--- src/design/wsfp_pkg.sv ---
// ----------------------------------------------------------------------------
// wsfp_pkg: shared types and constants for the WebSocket frame parser
// Phase encoding, the result item layout and header field constants.
// ----------------------------------------------------------------------------
`default_nettype none

package wsfp_pkg;

  localparam int unsigned LengthBitsDefault = 64;

  localparam logic [6:0] Len16Code = 7'd126;  // 16-bit extended length follows
  localparam logic [6:0] Len64Code = 7'd127;  // 64-bit extended length follows

  localparam logic [3:0] OpContinuation = 4'h0;
  localparam logic [3:0] OpText         = 4'h1;
  localparam logic [3:0] OpBinary       = 4'h2;

  typedef enum logic [2:0] {
    PhHdr0    = 3'd0,
    PhHdr1    = 3'd1,
    PhExtLen  = 3'd2,
    PhKey     = 3'd3,
    PhPayload = 3'd4,
    PhBad     = 3'd5
  } phase_e;

  typedef struct packed {
    logic       payload_valid;
    logic [7:0] data_byte;
    logic [3:0] frame_opcode;
    logic       frame_end;
    logic       final_fragment;
    logic       length_error;
  } result_t;

  function automatic logic is_data_op(input logic [3:0] op);
    is_data_op = (op == OpContinuation) || (op == OpText) || (op == OpBinary);
  endfunction

endpackage

`default_nettype wire

--- src/design/wsfp_parser.sv ---
// ----------------------------------------------------------------------------
// wsfp_parser: frame header state machine and payload unmasking
// Consumes one byte per accepted item, produces at most one result.
// ----------------------------------------------------------------------------
`default_nettype none

module wsfp_parser #(
  parameter int unsigned LENGTH_BITS = wsfp_pkg::LengthBitsDefault
) (
  input  wire logic              clk_i,
  input  wire logic              rst_ni,
  input  wire logic              fire_i,
  input  wire logic [7:0]        byte_i,
  output logic                   res_valid_o,
  output wsfp_pkg::result_t      res_o
);

  localparam logic [LENGTH_BITS-1:0] LenZero = '0;
  localparam logic [LENGTH_BITS-1:0] LenOne  = LENGTH_BITS'(1);
  localparam bit                     FullWidth = (LENGTH_BITS == 64);

  wsfp_pkg::phase_e        phase_q, phase_d;
  logic [2:0]              cnt_q, cnt_d;
  logic [LENGTH_BITS-1:0]  rem_q, rem_d;
  logic                    ovf_q, ovf_d;
  logic [31:0]             key_q, key_d;
  logic [1:0]              kidx_q, kidx_d;
  logic                    fin_q, fin_d;
  logic                    mask_q, mask_d;
  logic [3:0]              op_q, op_d;
  logic [6:0]              len7_q, len7_d;

  // extended length assembly
  logic [LENGTH_BITS-1:0]  rem_shift;
  logic                    ovf_next;
  logic                    ext_done;
  logic                    ext_err;
  logic                    need64;
  logic                    short_ext;
  logic [LENGTH_BITS-1:0]  short_len;
  logic [7:0]              key_byte;

  assign rem_shift = {rem_q[LENGTH_BITS-9:0], byte_i};
  // bytes shifted past the top of the counter make the length unusable
  assign ovf_next  = ovf_q | (|rem_q[LENGTH_BITS-1:LENGTH_BITS-8]);
  assign need64    = (len7_q == wsfp_pkg::Len64Code);
  assign ext_done  = need64 ? (cnt_q == 3'd7) : (cnt_q == 3'd1);
  assign ext_err   = need64 & (ovf_next | (FullWidth & rem_shift[LENGTH_BITS-1]));
  assign short_ext = (byte_i[6:0] == wsfp_pkg::Len16Code) ||
                     (byte_i[6:0] == wsfp_pkg::Len64Code);
  assign short_len = {{(LENGTH_BITS-7){1'b0}}, byte_i[6:0]};

  always_comb begin
    case (kidx_q)
      2'd0:    key_byte = key_q[31:24];
      2'd1:    key_byte = key_q[23:16];
      2'd2:    key_byte = key_q[15:8];
      default: key_byte = key_q[7:0];
    endcase
  end

  // next state
  always_comb begin
    phase_d = phase_q;
    cnt_d   = cnt_q;
    rem_d   = rem_q;
    ovf_d   = ovf_q;
    key_d   = key_q;
    kidx_d  = kidx_q;
    fin_d   = fin_q;
    mask_d  = mask_q;
    op_d    = op_q;
    len7_d  = len7_q;
    if (fire_i) begin
      case (phase_q)
        wsfp_pkg::PhHdr1: begin
          mask_d = byte_i[7];
          len7_d = byte_i[6:0];
          key_d  = '0;
          cnt_d  = '0;
          ovf_d  = 1'b0;
          kidx_d = '0;
          if (short_ext) begin
            rem_d   = LenZero;
            phase_d = wsfp_pkg::PhExtLen;
          end else begin
            rem_d = short_len;
            if (byte_i[7]) begin
              phase_d = wsfp_pkg::PhKey;
            end else if (byte_i[6:0] == 7'd0) begin
              phase_d = wsfp_pkg::PhHdr0;
            end else begin
              phase_d = wsfp_pkg::PhPayload;
            end
          end
        end
        wsfp_pkg::PhExtLen: begin
          rem_d = rem_shift;
          ovf_d = ovf_next;
          cnt_d = cnt_q + 3'd1;
          if (ext_done) begin
            cnt_d  = '0;
            kidx_d = '0;
            if (ext_err) begin
              phase_d = wsfp_pkg::PhBad;
            end else if (mask_q) begin
              phase_d = wsfp_pkg::PhKey;
            end else if (rem_shift == LenZero) begin
              phase_d = wsfp_pkg::PhHdr0;
            end else begin
              phase_d = wsfp_pkg::PhPayload;
            end
          end
        end
        wsfp_pkg::PhKey: begin
          key_d = {key_q[23:0], byte_i};
          cnt_d = cnt_q + 3'd1;
          if (cnt_q == 3'd3) begin
            cnt_d   = '0;
            kidx_d  = '0;
            phase_d = (rem_q == LenZero) ? wsfp_pkg::PhHdr0 : wsfp_pkg::PhPayload;
          end
        end
        wsfp_pkg::PhPayload: begin
          kidx_d = kidx_q + 2'd1;
          rem_d  = rem_q - LenOne;
          if (rem_q == LenOne) begin
            phase_d = wsfp_pkg::PhHdr0;
          end
        end
        wsfp_pkg::PhBad: begin
          phase_d = wsfp_pkg::PhBad;
        end
        default: begin  // frame start (also recovers odd phase codes)
          fin_d   = byte_i[7];
          op_d    = byte_i[3:0];
          phase_d = wsfp_pkg::PhHdr1;
        end
      endcase
    end
  end

  // result for the byte being accepted
  always_comb begin
    res_valid_o = 1'b0;
    res_o       = '0;
    if (fire_i) begin
      case (phase_q)
        wsfp_pkg::PhHdr1: begin
          if (!short_ext && !byte_i[7] && byte_i[6:0] == 7'd0 &&
              wsfp_pkg::is_data_op(op_q)) begin
            res_valid_o          = 1'b1;
            res_o.frame_opcode   = op_q;
            res_o.frame_end      = 1'b1;
            res_o.final_fragment = fin_q;
          end
        end
        wsfp_pkg::PhExtLen: begin
          if (ext_done) begin
            if (ext_err) begin
              res_valid_o        = 1'b1;
              res_o.length_error = 1'b1;
            end else if (!mask_q && rem_shift == LenZero &&
                         wsfp_pkg::is_data_op(op_q)) begin
              res_valid_o          = 1'b1;
              res_o.frame_opcode   = op_q;
              res_o.frame_end      = 1'b1;
              res_o.final_fragment = fin_q;
            end
          end
        end
        wsfp_pkg::PhKey: begin
          if (cnt_q == 3'd3 && rem_q == LenZero && wsfp_pkg::is_data_op(op_q)) begin
            res_valid_o          = 1'b1;
            res_o.frame_opcode   = op_q;
            res_o.frame_end      = 1'b1;
            res_o.final_fragment = fin_q;
          end
        end
        wsfp_pkg::PhPayload: begin
          if (wsfp_pkg::is_data_op(op_q)) begin
            res_valid_o          = 1'b1;
            res_o.payload_valid  = 1'b1;
            res_o.data_byte      = byte_i ^ key_byte;
            res_o.frame_opcode   = op_q;
            res_o.frame_end      = (rem_q == LenOne);
            res_o.final_fragment = fin_q;
          end
        end
        default: begin
          res_valid_o = 1'b0;
        end
      endcase
    end
  end

  always_ff @(posedge clk_i or negedge rst_ni) begin
    if (!rst_ni) begin
      phase_q <= wsfp_pkg::PhHdr0;
      cnt_q   <= '0;
      rem_q   <= '0;
      ovf_q   <= 1'b0;
      key_q   <= '0;
      kidx_q  <= '0;
      fin_q   <= 1'b0;
      mask_q  <= 1'b0;
      op_q    <= '0;
      len7_q  <= '0;
    end else begin
      phase_q <= phase_d;
      cnt_q   <= cnt_d;
      rem_q   <= rem_d;
      ovf_q   <= ovf_d;
      key_q   <= key_d;
      kidx_q  <= kidx_d;
      fin_q   <= fin_d;
      mask_q  <= mask_d;
      op_q    <= op_d;
      len7_q  <= len7_d;
    end
  end

endmodule

`default_nettype wire

--- src/design/wsfp_outbuf.sv ---
// ----------------------------------------------------------------------------
// wsfp_outbuf: two-entry result buffer
// Registers results and decouples the input side from receiver stalls.
// ----------------------------------------------------------------------------
`default_nettype none

module wsfp_outbuf (
  input  wire logic              clk_i,
  input  wire logic              rst_ni,
  input  wire logic              push_i,
  input  wire wsfp_pkg::result_t din_i,
  output logic                   space_o,
  output logic                   valid_o,
  input  wire logic              ready_i,
  output wsfp_pkg::result_t      dout_o
);

  wsfp_pkg::result_t slot0_q, slot0_d, slot1_q, slot1_d;
  logic [1:0]        cnt_q, cnt_d;
  logic              pop;

  assign valid_o = (cnt_q != 2'd0);
  assign space_o = (cnt_q != 2'd2);
  assign dout_o  = slot0_q;
  assign pop     = valid_o & ready_i;

  always_comb begin
    slot0_d = slot0_q;
    slot1_d = slot1_q;
    cnt_d   = cnt_q + {1'b0, push_i} - {1'b0, pop};
    if (pop) begin
      if (cnt_q == 2'd2) begin
        slot0_d = slot1_q;
      end else if (push_i) begin
        slot0_d = din_i;
      end
    end else if (push_i) begin
      if (cnt_q == 2'd0) begin
        slot0_d = din_i;
      end else begin
        slot1_d = din_i;
      end
    end
  end

  always_ff @(posedge clk_i or negedge rst_ni) begin
    if (!rst_ni) begin
      cnt_q <= '0;
    end else begin
      cnt_q <= cnt_d;
    end
  end

  always_ff @(posedge clk_i) begin
    slot0_q <= slot0_d;
    slot1_q <= slot1_d;
  end

endmodule

`default_nettype wire

--- src/design/websocket_frame_parser.sv ---
// ----------------------------------------------------------------------------
// websocket_frame_parser: RFC 6455 frame deframer, one byte per item
// Parses headers, extended lengths and masking keys; emits unmasked data.
// ----------------------------------------------------------------------------
// Usage:
//   Input channel (in_valid_i / in_ready_o / rx_byte_i) takes one stream byte
//   per item. Output channel (out_valid_o / out_ready_i) gives zero or one
//   result item per input byte: a payload byte of a continuation, text or
//   binary frame, an empty-frame end marker, or a single length error.
//   Header bytes, key bytes and payloads of control/unknown frames give none.
// Output: each result is registered in the output buffer before it appears.
// Throughput: one byte per cycle, sustained, while the receiver keeps up;
//   the whole per-byte decision is a single pass of logic between the parse
//   state registers and a two-entry output buffer.
// Stalls: when the receiver holds out_ready_i low, the buffer absorbs up to
//   two results; in_ready_o drops only once both entries are occupied.
// Reset: rst_ni (async, low) returns the parser to the start of a frame,
//   clears the sticky length error and empties the output buffer.
// After a 64-bit length with its top bit (or any bit beyond LENGTH_BITS) set,
//   one length_error item is sent and every later byte is dropped until reset.
// ----------------------------------------------------------------------------
`default_nettype none

module websocket_frame_parser #(
  parameter int unsigned LENGTH_BITS = wsfp_pkg::LengthBitsDefault
) (
  input  wire logic       clk_i,
  input  wire logic       rst_ni,
  input  wire logic       in_valid_i,
  output logic            in_ready_o,
  input  wire logic [7:0] rx_byte_i,
  output logic            out_valid_o,
  input  wire logic       out_ready_i,
  output logic            payload_valid_o,
  output logic [7:0]      data_byte_o,
  output logic [3:0]      frame_opcode_o,
  output logic            frame_end_o,
  output logic            final_fragment_o,
  output logic            length_error_o
);

  logic              fire;
  logic              res_valid;
  wsfp_pkg::result_t res;
  wsfp_pkg::result_t res_out;
  logic              space;

  // byte taken whenever the output buffer has a free entry
  assign in_ready_o = space;
  assign fire       = in_valid_i & space;

  wsfp_parser #(
    .LENGTH_BITS (LENGTH_BITS)
  ) u_parser (
    .clk_i       (clk_i),
    .rst_ni      (rst_ni),
    .fire_i      (fire),
    .byte_i      (rx_byte_i),
    .res_valid_o (res_valid),
    .res_o       (res)
  );

  wsfp_outbuf u_outbuf (
    .clk_i   (clk_i),
    .rst_ni  (rst_ni),
    .push_i  (res_valid),
    .din_i   (res),
    .space_o (space),
    .valid_o (out_valid_o),
    .ready_i (out_ready_i),
    .dout_o  (res_out)
  );

  assign payload_valid_o  = res_out.payload_valid;
  assign data_byte_o      = res_out.data_byte;
  assign frame_opcode_o   = res_out.frame_opcode;
  assign frame_end_o      = res_out.frame_end;
  assign final_fragment_o = res_out.final_fragment;
  assign length_error_o   = res_out.length_error;

endmodule

`default_nettype wire

--- config.mk ---
export PLATFORM = sky130hd
export DESIGN_NAME = websocket_frame_parser
export DESIGN_NICKNAME = d
export VERILOG_FILES = /design/src/design/wsfp_pkg.sv /design/src/design/wsfp_parser.sv /design/src/design/wsfp_outbuf.sv /design/src/design/websocket_frame_parser.sv
export SDC_FILE = /design/constraint.sdc
export NUM_CORES = 1
export LEC_CHECK = 0
export BUFFER_PORTS_ARGS = -buffer_cell sky130_fd_sc_hd__buf_2
export CAP_MARGIN = 20
export CORE_MARGIN = 4
export CORE_UTILIZATION = 33
export CTS_BUF_LIST = sky130_fd_sc_hd__clkbuf_2
export DETAILED_ROUTE_END_ITERATION = 8
export HOLD_SLACK_MARGIN = 0.05
export PLACE_DENSITY = 0.52
export SETUP_SLACK_MARGIN = 0.5
export SLEW_MARGIN = 15
export SYNTH_ARGS = -nofsm -noshare
export SYNTH_HDL_FRONTEND = slang
export SYNTH_SLANG_ARGS = --single-unit
--- constraint.sdc ---
create_clock -name clk_i -period 8.8 [get_ports clk_i]
set_clock_uncertainty 0.05 [all_clocks]
set_input_delay 1.76 -clock clk_i [delete_from_list [all_inputs] [get_ports clk_i]]
set_output_delay 1.76 -clock clk_i [all_outputs]
set_load 0.02 [all_outputs]
==> flow_summary.json <==
{
  "reg2reg_depth": 11,
  "crit_path_start": "u_parser.rem_q[13]$_DFFE_PN0P_",
  "via_count": 7439,
  "status": "finished clean",
  "post-dp-hpwl_um": 16400,
  "stdcell_area_um2": 9240,
  "async_reset_ff_share_pct": 78.9,
  "r2r-start": "u_parser.rem_q[13]$_DFFE_PN0P_",
  "yosys_warnings": 0,
  "finalHoldViolations": 0,
  "critPathKind": "reg -> reg",
  "switching_power_w": 0.00122,
  "antenna_found_initial": 1,
  "drive_gt1_share_pct": 11.5,
  "tightest_slew_ns": 0.944,
  "clk_path_buf_depth": 2,
  "grt_pass1_wl_um": 40100,
  "path_max_fanout": 16,
  "netlist_area_um2": 8540,
  "cts.clk_slew.worst_paths_ns": 0.24,
  "die-area_um2": 28500,
  "whs_path_depth": 2,
  "fin_setup_tns_ns": 0,
  "swShare_pct": 48.4,
  "p_int_w": 0.00130,
  "setup_viol": 0,
  "port_buffers": 29,
  "p_clk_share_pct": 16.1,
  "post-route-period-util_pct": 47.9,
  "clk_latency_ns": 0.73,
  "synth_edf_count": 32,
  "syn_inst": 968,
  "post_cts_resized": 0,
  "rsz0062_at_grt": "false",
  "grt_usage_pct": 17.2,
  "postCtsHoldBufs": 0,
  "gr-total-overflow": 0,
  "place_congestion": 0.876,
  "reg2reg_to": "u_outbuf.dout_o[11]$_DFFE_PP_",
  "placed_area_um2": 9000,
  "nets": 1000,
  "cts_tree": "built",
  "reg2reg_slack_ns": 4.59,
  "dieWidth_um": 169,
  "slowest_stage": "or4_1",
  "ant_nets": 0,
  "slowest_delay_ns": 0.71,
  "drtIter0Drc": 705,
  "syn_avg_cell_area_um2": 8.82,
  "drt-total-wl_um": 24400,
  "end_kind": "flip-flop",
  "p_leak_nw": 3.83,
  "root_buffer": "clkbuf_2",
  "synth_area_leader_cell": "dfrtp_1",
  "start_kind": "flip-flop",
  "cts_buffers": 17,
  "vdd_drop_max_mv": 0.105,
  "finalCriticalPeriod_ns": 4.21,
  "power_per_cell_area_nw_per_um2": 272,
  "drv_cap": 0,
  "post-route-drc-count": 0,
  "synth_seq_area_share_pct": 46.4,
  "die_h_um": 169,
  "power_frac_seq_pct": 39.2,
  "path_cells": "or4_4, or4_1, nor4b_4, a41oi_1, o311ai_2, nand2_1, ha_1, a21oi_1, nand3_1, o31ai_2, buf_4",
  "routedWlPerCell_um": 18.5,
  "synth_area_leaders": "dfrtp_1 35%, edfxtp_1 11%, o21ai_0 7.6%",
  "rows": 58,
  "post_cts_buffers": 0,
  "worstPathArrival_ns": 4.59,
  "hold_class": "reg -> reg",
  "firstDrtPassIters": 5,
  "area_growth_pct": 8.14,
  "worstPathRequired_ns": 9.18,
  "max_freq_mhz": 237,
  "min_to": "u_outbuf.dout_o[15]$_DFFE_PP_",
  "min_from": "u_outbuf.slot1_q[15]$_DFFE_PP_",
  "first_global_vias": 7048,
  "synth_seq_cells": 152,
  "h-tree-depth": 4,
  "maxSlewHeadroom_pct": 37.1,
  "viasPerCell": 5.64,
  "synthDistinctLibCells": 76,
  "synth_top_area_share_pct": 35.2,
  "pwr-share-comb_pct": 44.7,
  "grt_max_degree": 85,
  "start_util_pct": 33.7,
  "cts_sinks": 152,
  "finalMaxSlewViolations": 0,
  "synth_ff_type": "dfrtp_1",
  "io_pins": 30,
  "core_um2": 25300
}
-- placed cells by master (no fill, tap or decap), drive strengths merged, types with 9 or more instances in the layout --
cell type / netlist / final
xnor2: 10 / 10
a32oi: 9 / 9
a22oi: 18 / 18
nor2: 89 / 89
nor3: 32 / 32
dfrtp: 120 / 120
buf: 6 / 42
nand2: 161 / 161
a21oi: 52 / 52
or4: 9 / 9
ha: 13 / 13
nor4: 27 / 27
edfxtp: 32 / 32
and3: 12 / 12
inv: 15 / 22
a21o: 11 / 11
clkbuf: 49 / 18
or3: 9 / 9
nand2b: 13 / 13
o21ai: 133 / 133
nand3: 26 / 26
and2: 11 / 11
-- synth_stat cells (all sizes together), types with 9 or more instances --
cell type	n
ha	13
nor3	32
nand2b	13
or3	9
and2	11
nand3	26
clkbuf	49
and3	12
nand2	161
xnor2	10
edfxtp	32
a32oi	9
dfrtp	120
or4	9
o21ai	133
nor4	27
inv	15
a21o	11
nor2	89
a22oi	18
a21oi	52
-- power groups by stage --
stage / combinational, W / sequential (W) / clock [W]
global placement: 0.00112 / 0.000994 / 0
global route: 0.00124 / 0.00101 / 0.000446
finish: 0.00112 / 0.000985 / 0.000404
CTS: 0.00112 / 0.000983 / 0.000419
floorplan: 0.000830 / 0.000946 / 0
detailed placement: 0.00111 / 0.000996 / 0
-- sequential cells by signal, indices dropped and copies added (netlist names), 3 cells and up --
| signal | cells |
|---|---|
| u_outbuf.dout_o | 16 |
| u_outbuf.slot1_q | 16 |
| u_parser.cnt_q | 3 |
| u_parser.key_q | 32 |
| u_parser.len7_q | 7 |
| u_parser.op_q | 4 |
| u_parser.phase_q | 3 |
| u_parser.rem_q | 64 |
-- layout make-up --
class	count	area, µm²
clock buffers	18	90.1
clock inverters	14	141
flip-flops and latches	152	3960
fillers	2577	16100
well taps	330	413
inverters	15	56.3
repair buffers	42	245
multi-input cells	747	4330
diodes	1	2.50
-- layer usage --
metal / vias up / GRT usage [%] / wire length [µm]
met2: 175 / 25.4 / 10700
met1: 3689 / 26.4 / 12300
li1: 3563 / - / -
met5: - / 0 / 0
met3: 12 / 2.90 / 1260
met4: 0 / 3.46 / 177
-- how the worst max path moves through the flow --
stage / to / cells after the start
2_1_floorplan: u_outbuf.dout_o[0]$_DFFE_PP_ / 9
3_3_place_gp: u_outbuf.dout_o[11]$_DFFE_PP_ / 12
3_5_place_dp: u_outbuf.dout_o[8]$_DFFE_PP_ / 12
4_1_cts: u_outbuf.dout_o[8]$_DFFE_PP_ / 11
5_1_grt: u_outbuf.dout_o[9]$_DFFE_PP_ / 11
6_report: u_outbuf.dout_o[11]$_DFFE_PP_ / 11
-- worst max-delay path, delay by kind of cell (launching register included) --
kind	cells	cell delay, ns
AND/OR/NAND/NOR	5	2.05
AO/OA/AOI/OAI	4	0.77
flip-flops	1	0.50
adder cells (fa/ha/maj)	1	0.28
buffers and inverters	1	0.27
-- cell families after synthesis --
group / after synthesis / share of synthesized area, %
AOI/OAI and AO/OA: 295 / 21.5
xor gates and xnor gates: 10 / 1.03
adders and majority gates: 13 / 1.90
buffers and inverters: 70 / 3.32
DFF: 152 / 46.4
muxes: 8 / 1.01
other: 1 / 0.0439
and+or+nand+nor: 419 / 24.8
-- through the flow --
| step | instances | utilization [%] | worst slack (ns) | power [W] | hold slack [ns] |
|---|---|---|---|---|---|
| after global routing | 1319 | 36.5 | 4.24 | 0.00270 | 0.502 |
| after CTS | 1318 | 36.5 | 4.56 | 0.00252 | 0.469 |
| final | 1319 | 36.5 | 4.59 | 0.00251 | 0.483 |
| after floorplan | 969 | - | 3.71 | 0.00178 | 0.409 |
| after detailed placement | 1286 | 35.5 | 4.10 | 0.00211 | 0.430 |
| after global placement | 1286 | 35.5 | 4.16 | 0.00211 | 0.424 |
Power figures use the tool's default switching activity.
